### src/hw/rtl/rca_pkg.sv
// ----------------------------------------------------------------------------
// rca_pkg: shared types and constants for the route cache
// Holds codes, field widths and the request word that links front and back.
// ----------------------------------------------------------------------------
package rca_pkg;

    localparam int ROUTE_ENTRIES_DEF = 32;
    localparam int PORT_SLOTS_DEF    = 16;
    localparam int QUEUE_DEPTH       = 2;

    localparam int ADDR_W  = 32;
    localparam int MAC_W   = 48;
    localparam int IFC_W   = 8;
    localparam int PORT_W  = 4;
    localparam int HOPS_W  = 8;
    localparam int TIME_W  = 32;
    localparam int STALE_W = 16;
    localparam int SLOT_W  = 5;
    localparam int CFG_IDX_W = 1;

    localparam logic [CFG_IDX_W-1:0] CFG_OWN_ADDRESS = 1'b0;
    localparam logic [CFG_IDX_W-1:0] CFG_STALE_LIMIT = 1'b1;

    localparam logic [STALE_W-1:0] STALE_LIMIT_RESET = 16'd60;

    typedef enum logic [1:0] {
        RS_MISSING = 2'd0,
        RS_STALE   = 2'd1,
        RS_FRESH   = 2'd2
    } t_route_state;

    typedef enum logic [1:0] {
        ACT_NONE      = 2'd0,
        ACT_APPENDED  = 2'd1,
        ACT_OVERWRITE = 2'd2,
        ACT_FULL      = 2'd3
    } t_action;

    typedef enum logic [2:0] {
        ST_IDLE,
        ST_SCAN,
        ST_CHECK,
        ST_DECIDE,
        ST_READ,
        ST_REPLY
    } t_back_state;

    // One classified word from the front part.
    typedef struct packed {
        logic              learn;
        logic [ADDR_W-1:0] key;
        logic [MAC_W-1:0]  mac;
        logic [IFC_W-1:0]  ifc;
        logic [PORT_W-1:0] port;
        logic [HOPS_W-1:0] hops;
        logic              forced;
        logic [TIME_W-1:0] now;
    } t_request;

endpackage

### src/hw/rtl/rca_front.sv
// ----------------------------------------------------------------------------
// rca_front: input stage and request queue
// Accepts words, marks learns about this node's own address as lookups and queues them.
// ----------------------------------------------------------------------------
module rca_front #(
    parameter int PORT_SLOTS = rca_pkg::PORT_SLOTS_DEF
) (
    input  logic                       i_clk,
    input  logic                       i_rst_n,
    input  logic                       i_valid,
    output logic                       o_ready,
    input  logic [rca_pkg::ADDR_W-1:0] i_own_address,
    input  rca_pkg::t_request          i_req,
    output logic                       o_req_valid,
    input  logic                       i_req_pop,
    output rca_pkg::t_request          o_req
);

    localparam int QD  = rca_pkg::QUEUE_DEPTH;
    localparam int QPW = $clog2(QD);
    localparam int PW  = rca_pkg::PORT_W;
    localparam int PORT_VALUES = 2 ** PW;

    // Every possible port slot value mapped to its value modulo PORT_SLOTS.
    function automatic logic [PORT_VALUES*PW-1:0] port_wrap_table();
        logic [PORT_VALUES*PW-1:0] t;
        t = '0;
        for (int v = 0; v < PORT_VALUES; v++) begin
            t[v*PW +: PW] = PW'(v % PORT_SLOTS);
        end
        return t;
    endfunction

    localparam logic [PORT_VALUES*PW-1:0] PORT_WRAP = port_wrap_table();

    rca_pkg::t_request     r_q [QD];
    logic [QPW-1:0]        r_wp, r_rp;
    logic [QPW:0]          r_cnt;
    rca_pkg::t_request     w_cls;
    logic                  w_push;

    always_comb begin
        w_cls = i_req;
        // Learns about this node's own address only look up.
        if (i_req.key == i_own_address) begin
            w_cls.learn = 1'b0;
        end
        w_cls.port = PORT_WRAP[32'(i_req.port) * PW +: PW];
    end

    assign o_ready     = (r_cnt != (QPW+1)'(QD));
    assign w_push      = i_valid && o_ready;
    assign o_req_valid = (r_cnt != '0);
    assign o_req       = r_q[r_rp];

    always_ff @(posedge i_clk) begin
        if (!i_rst_n) begin
            r_wp  <= '0;
            r_rp  <= '0;
            r_cnt <= '0;
        end else begin
            if (w_push) begin
                r_wp <= (32'(r_wp) == QD-1) ? '0 : r_wp + 1'b1;
            end
            if (i_req_pop && o_req_valid) begin
                r_rp <= (32'(r_rp) == QD-1) ? '0 : r_rp + 1'b1;
            end
            r_cnt <= r_cnt + (QPW+1)'(w_push) - (QPW+1)'(i_req_pop && o_req_valid);
        end
    end

    always_ff @(posedge i_clk) begin
        if (w_push) begin
            r_q[r_wp] <= w_cls;
        end
    end

endmodule

### src/hw/rtl/rca_back.sv
// ----------------------------------------------------------------------------
// rca_back: table scan and update
// Scans used entries one at a time, decides the update and writes it back.
// ----------------------------------------------------------------------------
module rca_back #(
    parameter int ROUTE_ENTRIES = rca_pkg::ROUTE_ENTRIES_DEF
) (
    input  logic                        i_clk,
    input  logic                        i_rst_n,
    input  logic [rca_pkg::STALE_W-1:0] i_stale_limit,
    input  logic                        i_req_valid,
    output logic                        o_req_pop,
    input  rca_pkg::t_request           i_req,
    output logic                        o_valid,
    input  logic                        i_ready,
    output logic [1:0]                  o_route_state,
    output logic [rca_pkg::SLOT_W-1:0]  o_entry_slot,
    output logic [rca_pkg::MAC_W-1:0]   o_next_mac,
    output logic [rca_pkg::IFC_W-1:0]   o_route_interface,
    output logic [rca_pkg::PORT_W-1:0]  o_route_port,
    output logic [rca_pkg::HOPS_W-1:0]  o_route_hops,
    output logic [1:0]                  o_action
);

    localparam int IW = $clog2(ROUTE_ENTRIES);
    localparam int DW = rca_pkg::MAC_W + rca_pkg::IFC_W + rca_pkg::PORT_W
                        + rca_pkg::HOPS_W;
    localparam int TIME_W_L = rca_pkg::TIME_W;

    logic [rca_pkg::ADDR_W-1:0] m_addr  [ROUTE_ENTRIES];
    logic [rca_pkg::TIME_W-1:0] m_stamp [ROUTE_ENTRIES];
    logic [DW-1:0]              m_data  [ROUTE_ENTRIES];

    rca_pkg::t_back_state r_st, n_st;
    logic [IW:0]          r_used, n_used;
    logic [IW:0]          r_idx, n_idx;
    logic [rca_pkg::ADDR_W-1:0] r_rd_addr;
    logic [rca_pkg::TIME_W-1:0] r_rd_stamp;
    logic [DW-1:0]        r_rd_data;
    logic                 r_out_v, n_out_v;
    rca_pkg::t_route_state r_state, n_state;
    rca_pkg::t_action     r_act, n_act;
    logic                 r_have, n_have;
    logic [IW-1:0]        r_slot, n_slot;
    logic                 w_we;
    logic [IW-1:0]        w_rd_idx;
    logic [TIME_W_L-1:0]  w_age;

    assign w_age = i_req.now - r_rd_stamp;

    always_ff @(posedge i_clk) begin
        if (!i_rst_n) begin
            r_st    <= rca_pkg::ST_IDLE;
            r_used  <= '0;
            r_out_v <= 1'b0;
        end else begin
            r_st    <= n_st;
            r_used  <= n_used;
            r_out_v <= n_out_v;
        end
    end

    always_ff @(posedge i_clk) begin
        r_idx   <= n_idx;
        r_state <= n_state;
        r_act   <= n_act;
        r_have  <= n_have;
        r_slot  <= n_slot;
    end

    always_comb begin
        n_st      = r_st;
        n_used    = r_used;
        n_idx     = r_idx;
        n_state   = r_state;
        n_act     = r_act;
        n_have    = r_have;
        n_slot    = r_slot;
        n_out_v   = r_out_v && !i_ready;
        o_req_pop = 1'b0;
        w_we      = 1'b0;
        w_rd_idx  = r_idx[IW-1:0];
        unique case (r_st)
            rca_pkg::ST_IDLE: begin
                n_idx   = '0;
                n_state = rca_pkg::RS_MISSING;
                n_act   = rca_pkg::ACT_NONE;
                n_have  = 1'b0;
                n_slot  = '0;
                w_rd_idx = '0;
                if (i_req_valid) begin
                    n_st = rca_pkg::ST_SCAN;
                end
            end
            rca_pkg::ST_SCAN: begin
                // Memory read for r_idx is issued; data lands next cycle.
                if (r_idx >= r_used) begin
                    n_st = rca_pkg::ST_DECIDE;
                end else begin
                    n_st = rca_pkg::ST_CHECK;
                end
            end
            rca_pkg::ST_CHECK: begin
                if (r_rd_addr == i_req.key) begin
                    n_state = (w_age > TIME_W_L'(i_stale_limit)) ?
                              rca_pkg::RS_STALE : rca_pkg::RS_FRESH;
                    n_have  = 1'b1;
                    n_slot  = r_idx[IW-1:0];
                    n_st    = rca_pkg::ST_DECIDE;
                end else begin
                    n_idx = r_idx + 1'b1;
                    n_st  = rca_pkg::ST_SCAN;
                    w_rd_idx = n_idx[IW-1:0];
                end
            end
            rca_pkg::ST_DECIDE: begin
                w_rd_idx = r_slot;
                if (i_req.learn) begin
                    priority if (r_state == rca_pkg::RS_MISSING) begin
                        if (32'(r_used) < ROUTE_ENTRIES) begin
                            n_slot = r_used[IW-1:0];
                            n_used = r_used + 1'b1;
                            n_have = 1'b1;
                            n_act  = rca_pkg::ACT_APPENDED;
                            w_we   = 1'b1;
                        end else begin
                            n_act = rca_pkg::ACT_FULL;
                        end
                    end else if (r_state == rca_pkg::RS_STALE || i_req.forced ||
                                 i_req.hops <= r_rd_data[rca_pkg::HOPS_W-1:0]) begin
                        n_act = rca_pkg::ACT_OVERWRITE;
                        w_we  = 1'b1;
                    end else begin
                        n_act = rca_pkg::ACT_NONE;
                    end
                end
                n_st = rca_pkg::ST_READ;
            end
            rca_pkg::ST_READ: begin
                w_rd_idx = r_slot;
                if (!r_out_v || i_ready) begin
                    n_st = rca_pkg::ST_REPLY;
                end
            end
            rca_pkg::ST_REPLY: begin
                w_rd_idx  = r_slot;
                n_out_v   = 1'b1;
                o_req_pop = 1'b1;
                n_st      = rca_pkg::ST_IDLE;
            end
            default: n_st = rca_pkg::ST_IDLE;
        endcase
    end

    always_ff @(posedge i_clk) begin
        r_rd_addr  <= m_addr[w_rd_idx];
        r_rd_stamp <= m_stamp[w_rd_idx];
        r_rd_data  <= m_data[w_rd_idx];
        if (w_we) begin
            m_addr[n_slot]  <= i_req.key;
            m_stamp[n_slot] <= i_req.now;
            m_data[n_slot]  <= {i_req.mac, i_req.ifc, i_req.port, i_req.hops};
        end
    end

    // Output register, loaded as the request retires.
    always_ff @(posedge i_clk) begin
        if (r_st == rca_pkg::ST_REPLY) begin
            o_route_state <= r_state;
            o_action      <= r_act;
            o_entry_slot  <= r_have ? rca_pkg::SLOT_W'(r_slot) : '0;
            {o_next_mac, o_route_interface, o_route_port, o_route_hops} <=
                r_have ? r_rd_data : '0;
        end
    end

    assign o_valid = r_out_v;

endmodule

### src/hw/rtl/route_cache_with_aging.sv
// ----------------------------------------------------------------------------
// route_cache_with_aging: route table with lookup, learn and aging
// Front stage queues words; back stage scans the table and updates it.
// ----------------------------------------------------------------------------
//  channel   signals                  handshake
//  input     i_valid / o_ready        accepted when both high
//  output    o_valid / i_ready        accepted when both high
//  config    i_cfg_we, idx, data      write when i_cfg_we high
//
// From the queue head to the result register a word passes idle, a scan
// and check of each used entry up to a match via the table memory read port,
// decide, read (held while an unaccepted result waits) and reply.
// Reset clears fill count, queue, state and config; there is no clearing pass.
// The queue takes a new word while the result register waits on i_ready.
module route_cache_with_aging #(
    parameter int ROUTE_ENTRIES = rca_pkg::ROUTE_ENTRIES_DEF,
    parameter int PORT_SLOTS    = rca_pkg::PORT_SLOTS_DEF
) (
    input  logic                          i_clk,
    input  logic                          i_rst_n,
    input  logic                          i_cfg_we,
    input  logic [rca_pkg::CFG_IDX_W-1:0] i_cfg_idx,
    input  logic [rca_pkg::ADDR_W-1:0]    i_cfg_data,
    input  logic                          i_valid,
    output logic                          o_ready,
    input  logic                          i_mode,
    input  logic [rca_pkg::ADDR_W-1:0]    i_key_address,
    input  logic [rca_pkg::MAC_W-1:0]     i_hop_mac,
    input  logic [rca_pkg::IFC_W-1:0]     i_os_interface,
    input  logic [rca_pkg::PORT_W-1:0]    i_port_slot,
    input  logic [rca_pkg::HOPS_W-1:0]    i_hops,
    input  logic                          i_forced_discovery,
    input  logic [rca_pkg::TIME_W-1:0]    i_now_seconds,
    output logic                          o_valid,
    input  logic                          i_ready,
    output logic [1:0]                    o_route_state,
    output logic [rca_pkg::SLOT_W-1:0]    o_entry_slot,
    output logic [rca_pkg::MAC_W-1:0]     o_next_mac,
    output logic [rca_pkg::IFC_W-1:0]     o_route_interface,
    output logic [rca_pkg::PORT_W-1:0]    o_route_port,
    output logic [rca_pkg::HOPS_W-1:0]    o_route_hops,
    output logic [1:0]                    o_action
);

    logic [rca_pkg::ADDR_W-1:0]  r_own;
    logic [rca_pkg::STALE_W-1:0] r_stale;
    rca_pkg::t_request           w_in, w_req;
    logic                        w_req_valid, w_pop;

    always_ff @(posedge i_clk) begin
        if (!i_rst_n) begin
            r_own   <= '0;
            r_stale <= rca_pkg::STALE_LIMIT_RESET;
        end else if (i_cfg_we) begin
            unique case (i_cfg_idx)
                rca_pkg::CFG_OWN_ADDRESS: r_own <= i_cfg_data;
                rca_pkg::CFG_STALE_LIMIT: r_stale <= i_cfg_data[rca_pkg::STALE_W-1:0];
                default: ;
            endcase
        end
    end

    assign w_in = '{learn: i_mode, key: i_key_address, mac: i_hop_mac,
                    ifc: i_os_interface, port: i_port_slot, hops: i_hops,
                    forced: i_forced_discovery, now: i_now_seconds};

    rca_front #(.PORT_SLOTS(PORT_SLOTS)) u_front (
        .i_clk, .i_rst_n, .i_valid, .o_ready,
        .i_own_address(r_own), .i_req(w_in),
        .o_req_valid(w_req_valid), .i_req_pop(w_pop), .o_req(w_req)
    );

    rca_back #(.ROUTE_ENTRIES(ROUTE_ENTRIES)) u_back (
        .i_clk, .i_rst_n, .i_stale_limit(r_stale),
        .i_req_valid(w_req_valid), .o_req_pop(w_pop), .i_req(w_req),
        .o_valid, .i_ready, .o_route_state, .o_entry_slot, .o_next_mac,
        .o_route_interface, .o_route_port, .o_route_hops, .o_action
    );

endmodule

### config.mk
export PLATFORM = sky130hd
export DESIGN_NAME = route_cache_with_aging
export DESIGN_NICKNAME = d
export VERILOG_FILES = /design/src/hw/rtl/rca_pkg.sv /design/src/hw/rtl/rca_front.sv /design/src/hw/rtl/rca_back.sv /design/src/hw/rtl/route_cache_with_aging.sv
export SDC_FILE = /design/constraint.sdc
export NUM_CORES = 2
export LEC_CHECK = 0
export BUFFER_PORTS_ARGS = -buffer_cell sky130_fd_sc_hd__buf_2
export CORE_ASPECT_RATIO = 1.2
export CORE_MARGIN = 2
export CORE_UTILIZATION = 59
export DETAILED_ROUTE_END_ITERATION = 8
export PLACE_DENSITY_LB_ADDON = 0.3
export SYNTH_ARGS = -nofsm -noshare
export SYNTH_HDL_FRONTEND = slang
export SYNTH_HIERARCHICAL = 1
export SYNTH_MEMORY_MAX_BITS = 65536
export SYNTH_SLANG_ARGS = --single-unit
export TNS_END_PERCENT = 20
### constraint.sdc
create_clock -name i_clk -period 12.27 [get_ports i_clk]
set_input_delay 0.6135 -clock i_clk [delete_from_list [all_inputs] [get_ports i_clk]]
set_output_delay 0.6135 -clock i_clk [all_outputs]
set_load 0.005 [all_outputs]
# After elaboration in Yosys (flattened, before gate mapping)
# Memory sizes are Yosys's and may differ from the RTL's. A register that Yosys moved wholly into a read port is not among the register bits.
# Index checks and enable logic that the tools add are counted.
[classes]
add_sub_neg = 7
n_mul = 0
n_div = 0
magnitude_cmp = 4
eq_ne = 16
shift = 1
n_mux = 43
n_bitwise = 1
n_reduce_logical = 23
[op_table]
columns = ["cell", "count"]
rows = [
  ["32-bit equality test", 2],
  ["64-bit by 7-bit variable part select with 4-bit output (first input constant)", 1],
  ["32-bit by 16-bit > comparator with 1-bit output", 1],
  ["32-bit subtractor", 1],
  ["5-bit case mux with 3 select lines", 2],
  ["5-bit two-way mux", 5],
  ["1-bit two-way mux", 21],
  ["3-bit case mux with 5 select lines", 1],
  ["2-bit two-way mux", 7],
  ["6-bit by 1-bit adder with 6-bit output (second input constant)", 2],
  ["6-bit case mux with 2 select lines", 1],
  ["2-bit AND reduction", 6],
  ["2-bit by 1-bit != test with 1-bit output (second input constant)", 5],
  ["8-bit <= comparator", 1],
  ["2-bit case mux with 2 select lines", 2],
  ["3-bit by 2-bit equality test with 1-bit output (second input constant)", 2],
  ["3-bit equality test (second input constant)", 2],
  ["6-bit >= comparator", 1],
  ["6-bit < comparator (second input constant)", 1],
  ["3-bit two-way mux", 2],
  ["6-bit two-way mux", 1],
  ["2-bit != test (second input constant)", 3],
  ["2-bit nonzero test", 3],
  ["5-bit AND reduction", 1],
  ["other kinds (15)", 21],
]
[word_totals]
reg_bits = 155
latch_bits = 0
mem_bits_rw = 4492
rom_bits = 0
inputBits = 172
out_inout_bits = 79
wordCells = 119
mem_count = 4
[mem_list]
columns = ["memory", "words", "word_bits", "rd", "rd_ports_with_merged_regs", "write_ports", "line", "source"]
rows = [
  ["u_back.m_data", 32, 68, 1, 1, 1, "rca_back.sv:32", "logic [DW-1:0] m_data [ROUTE_ENTRIES];"],
  ["u_back.m_addr", 32, 32, 1, 1, 1, "rca_back.sv:30", "logic [rca_pkg::ADDR_W-1:0] m_addr [ROUTE_ENTRIES];"],
  ["u_back.m_stamp", 32, 32, 1, 1, 1, "rca_back.sv:31", "logic [rca_pkg::TIME_W-1:0] m_stamp [ROUTE_ENTRIES];"],
  ["u_front.r_q", 2, 134, 1, 1, 1, "rca_front.sv:36", "rca_pkg::t_request r_q [QD];"],
]

# Logic depth before layout (Yosys ltp)
[logic_depth]
ltp_word = 9
mapped_depth = 25
mapped_depth_nobuf = 23

# Cells and area by module
# Netlist, hierarchy kept.
[modules_own_cells]
columns = ["mod", "instances", "cells_each", "area_per_inst_um2", "seq_area_each_um2"]
rows = [
  ["rca_back", 1, 12258, 172621.8, 132427.0],
  ["rca_front", 1, 483, 10495.1, 8147.8],
  ["route_cache_with_aging", 1, 197, 1898.1, 960.9],
]

# Worst setup path after synthesis
# Ideal clock, no wire load.
[synth_timing]
path_type = "register to register"
startpoint = "register (tool-made name)"
endpoint = "memory u_back/m_addr[28][0] (netlist bit) (enable)"
setup_ps = 625
arrival_ps = 8539
required_time_ps = 11645
slack_ps = 3105
stages_incl_launch_ff = 15
path_buffers = 3
synth_period_minus_slack_ps = 9165
path_cell_list = "dfxtp_1 -> buf_6 -> buf_2 -> mux2_2 -> xor2_1 -> nor4_1 -> nand4_1 -> or2_1 -> buf_6 -> nor2_1 -> a22oi_1 -> and2_1 -> inv_1 -> nand3_1 -> nor2_1"
[synth_lines]
columns = ["element", "line"]
rows = [
  ["end, declared", "rca_back.sv:30"],
]

==> results.md <==
* Skew-Pair Late Insertion Delay at around 1 ns
* Vias in the first global route at 113000
* YS warnings at 6
* Setup CP Type: flip-flop to flip-flop
* Cts bufs inserted at between 400 and 500
* Lkg Pwr at 72.0 nW
* Core ar. at 312000 sq um
* Die span in x at approximately 500 microns
* Clock slew at reported path FFs at about 0.06 ns
* I/O Buffers at 250
* Clk buf depth at 4
* Largest net degree at the start of global routing at 219
* Post-cts sizing count at 0
* Crit-path max cell delay at roughly 0.84 ns
* Min Tclk post-route at about 9 ns
* Setup repair bufs after CTS at 0
* Post-DP Area at 190000 sq um
* Flip-flop and latch count after synthesis at 4780
* Register area share after synthesis at 0.765
* Cell Pwr Density at 201 nW/um^2
* H-tree levels at 5
* First-pass GRT wire length at 747000 microns
* Clock sink total at roughly 4800
* Fin nets at ~13000
* Status: complete, no violations
* Crit start category: flip-flop
* Final Cell Area at between 200000 and 250000 sq um
* Tcrit/Tclk final at 0.716
* Crit path max-delay family: buffers and inverters
* R2R Path End: u_back/r_rd_stamp[13]
* Hpwl dp at ~250000 microns
* Slew @ Worst Pin at between 1 and 1.5 ns
* Die height at approximately 600 microns
* Final Hold Violating Endpoints at 0
* Die Outline Area at ~320000 sq um
* DR vias at roughly 120k
* Worst path most repeated cell: buf_4
* Hold crit path type: input port to flip-flop
* R2r setup slk at around 3.5 ns
* DRT iter0 DRCs at between 15000 and 20000
* Clock skew at a little under 0.09 ns
* Wire per inst at 29.4 microns
* Syn Inst Count at ~13000
* EDFF count, synth at 4580
* Final wirelength at just over 500000 microns
* Layout cells sized above 1 at 0.0955
* Setup TNS at 0 ns
* Worst EP required at ~13 ns
* Remaining antenna violation count after routing at 0
* Post-synth cell types at 74
* Mapped cell area at 185000 sq um
* Max VDD drop at 294 uV
* Final Max Tran Viols at 0
* Final core occ at 0.659
* CTS tree: built
* First-pass iteration count of the detailed router at 6
* Synth async-reset ratio at 0
* R2R depth at 15
* Root buf cell: clkbuf_16
* Row Count at about 230
* Via-per-instance ratio at approximately 6.6
* Max-cap violation count at 0
* Post-synth net total at approximately 13000
* Total gr overflow at 0
* Synthesized area per cell at roughly 14 sq um
* Boundary Pins at approximately 250
* Nature of the critical path endpoint: flip-flop
* Crit Path Max Fanout at approximately 200
* Number of cells on the critical path at 15
* Fillers at 20800
* Critical Path AT at just under 10 ns
* WP buf/inv at 5
* Final setup vio count at 0
* Max_slew headroom at 0.102
* Crit-path cells: buf_4 > buf_4 > mux2_4 > xor2_1 > nor4_1 > nand4_1 > o41ai_1 > a211o_4 > buf_4 > buf_12 > buf_12 > nand2_1 > a32oi_1 > a31oi_1 > nand4_1
* Area Growth Syn to Fin at 11.3%
* Gr usage total at 0.321
* GPL Wtd Cong at approximately 0.87
* Initial antenna violation count at 11
* CP max stage cell: buf_4
* Main synth FF type: edfxtp_1
* RSZ-0062 raised after global routing: no
* Residual DRC count at 0
* Overall Power at slightly above 40 mW
* FMAX at approximately 110 MHz
* CP endpoint: u_back/r_rd_stamp[13]
* Starting Density at 0.592
==> per-layer routing <==
layer / GRT usage / up-vias / share of wire
li1: - / 48800 / -
met1: 0.428 / 57600 / 0.35
met2: 0.520 / 8150 / 0.47
met3: 0.0525 / 1570 / 0.12
met4: 0.151 / 8 / 0.055
met5: 0 / - / 0.00026
==> power by group <==
group	internal, mW	total (mW)	switching (mW)
clock	7.60	13.5	5.87
sequential	18.5	18.7	0.246
combinational	2.62	9.22	6.60
==> cells in the mapped netlist (4+ instances only) <==
master	count	area, sq um
mux2i_1	454	4540
nand2_1	3552	13300
a32oi_1	391	3420
a21oi_1	51	255
buf_2	258	1290
xor2_1	44	385
nor4_1	13	81.3
nor3_1	16	80.1
clkbuf_1	424	1590
mux2_4	60	901
inv_1	85	319
mux2_2	79	890
dfxtp_1	200	4000
a21o_1	12	90.1
buf_6	12	135
o31ai_1	7	52.6
buf_4	11	82.6
and2_1	86	538
or3_1	5	31.3
nand4_1	156	976
edfxtp_1	4580	138000
a21boi_0	8	60.1
a22oi_1	6	45.0
nand2b_1	7	43.8
a31oi_1	398	2490
o21ai_0	33	165
nand3_1	1202	6020
a211oi_1	6	45.0
ha_1	65	813
and3_1	267	1670
o21bai_1	5	37.5
o2111ai_1	129	1130
xnor2_1	49	429
buf_1	90	338
o211ai_1	8	60.1
nor2b_1	16	100
o21a_1	9	67.6
or4_1	4	30.0
nor2_1	83	312
==> flip-flops by register name, summed over array words and instances, names as in the netlist, 3 cells and up, named ones only <==
name,count
u_back/m_addr,1024
u_back/o_route_port,4
u_back/o_route_hops,8
r_stale,16
u_back/o_next_mac,48
u_back/r_rd_stamp,32
u_back/m_stamp,1024
u_back/r_slot,5
u_back/m_data,2176
u_back/r_used,6
u_back/r_rd_addr,32
u_back/r_rd_data,68
u_back/o_route_interface,8
u_front/r_q,268
u_back/o_entry_slot,5
u_back/r_idx,6
r_own,32
u_back/r_st,3
==> cell usage in the layout, fill, tap and decap left out, types with 16 or more instances in the layout <==
cell type and n:
a21oi_1 51, a31oi_1 398, a32oi_1 391, and2_1 85
and3_1 266, buf_12 39, buf_2 249, buf_4 157
bufinv_16 28, clkbuf_1 112, clkbuf_16 453, clkbuf_8 39
clkinv_1 58, clkinv_2 96, clkinvlp_4 21, dfxtp_1 199
dlygate4sd3_1 150, edfxtp_1 4580, ha_1 65, inv_1 84
mux2_2 79, mux2_4 60, mux2i_1 454, nand2_1 3552
nand3_1 1202, nand4_1 156, nor2_1 45, nor2_4 40
nor3_1 16, o2111ai_1 129, o21ai_0 33, xnor2_1 49
xor2_1 44
==> worst reg2reg max path, stage by stage (launching register included) <==
cell and delay, ns:
dfxtp_4 0.82, buf_4 0.64, buf_4 0.89, mux2_4 0.51, xor2_1 0.26, nor4_1 0.30, nand4_1 0.31, o41ai_1 0.83
a211o_4 0.65, buf_4 0.67, buf_12 0.73, buf_12 0.77, nand2_1 0.49, a32oi_1 0.40, a31oi_1 0.21, nand4_1 0.19
==> layout make-up <==
class                           count  area, sq um  share of cell area
Antenna cell                        5         12.5           0.0000608
Clock buffer                      604        12300              0.0597
Clock inverter                    215         1910             0.00926
Inverter                           85          322             0.00156
Multi-Input combinational cell   7275        40000               0.194
Sequential cell                  4780       142000               0.687
Tap cell                         4086         5110              0.0248
Timing Repair Buffer              595         4710              0.0229
==> cell families after synthesis <==
family          Yosys count  share of synthesized area
buf+inv                 883                     0.0206
fa+ha+maj                66                    0.00450
flops                  4780                      0.765
xor+xnor                 94                    0.00449
mux                     593                     0.0342
simple gates           5422                      0.126
compound gates         1100                     0.0449
==> how the worst min path moves through the flow <==
stage / start / end / slack (ns) / cells after the start
6_report: i_key_address[11] / u_front/r_q[1][112] / 0.02 / 1
5_1_grt: i_key_address[11] / u_front/r_q[1][112] / 0.01 / 1
4_1_cts: i_key_address[31] / u_front/r_q[0][132] / 0.004 / 1
3_5_place_dp: r_own[23] / r_own[23] / 0.46 / 2
3_3_place_gp: r_stale[15] / r_stale[15] / 0.45 / 2
2_1_floorplan: u_back/r_act[0] / u_back/o_action[0] / 0.40 / 0
==> stage by stage <==
| stage | cells | hold slack (ns) | worst slack, ns |
|---|---|---|---|
| after floorplan | 12900 | 0.400 | 3.11 |
| after global placement | 16700 | 0.454 | 4.11 |
| after detailed placement | 16700 | 0.459 | 3.91 |
| after CTS | 17600 | 0.00447 | 3.82 |
| after global routing | 17600 | 0.0125 | 3.28 |
| final | 17600 | 0.0163 | 3.48 |
==> what timing repair did <==
item | in CTS | in global routing
setup endpoints to repair | 0 | 0
hold buffers | 150 | 0
hold endpoints to repair | 287 | 0
No activity file was read; power rests on OpenSTA's default activity.
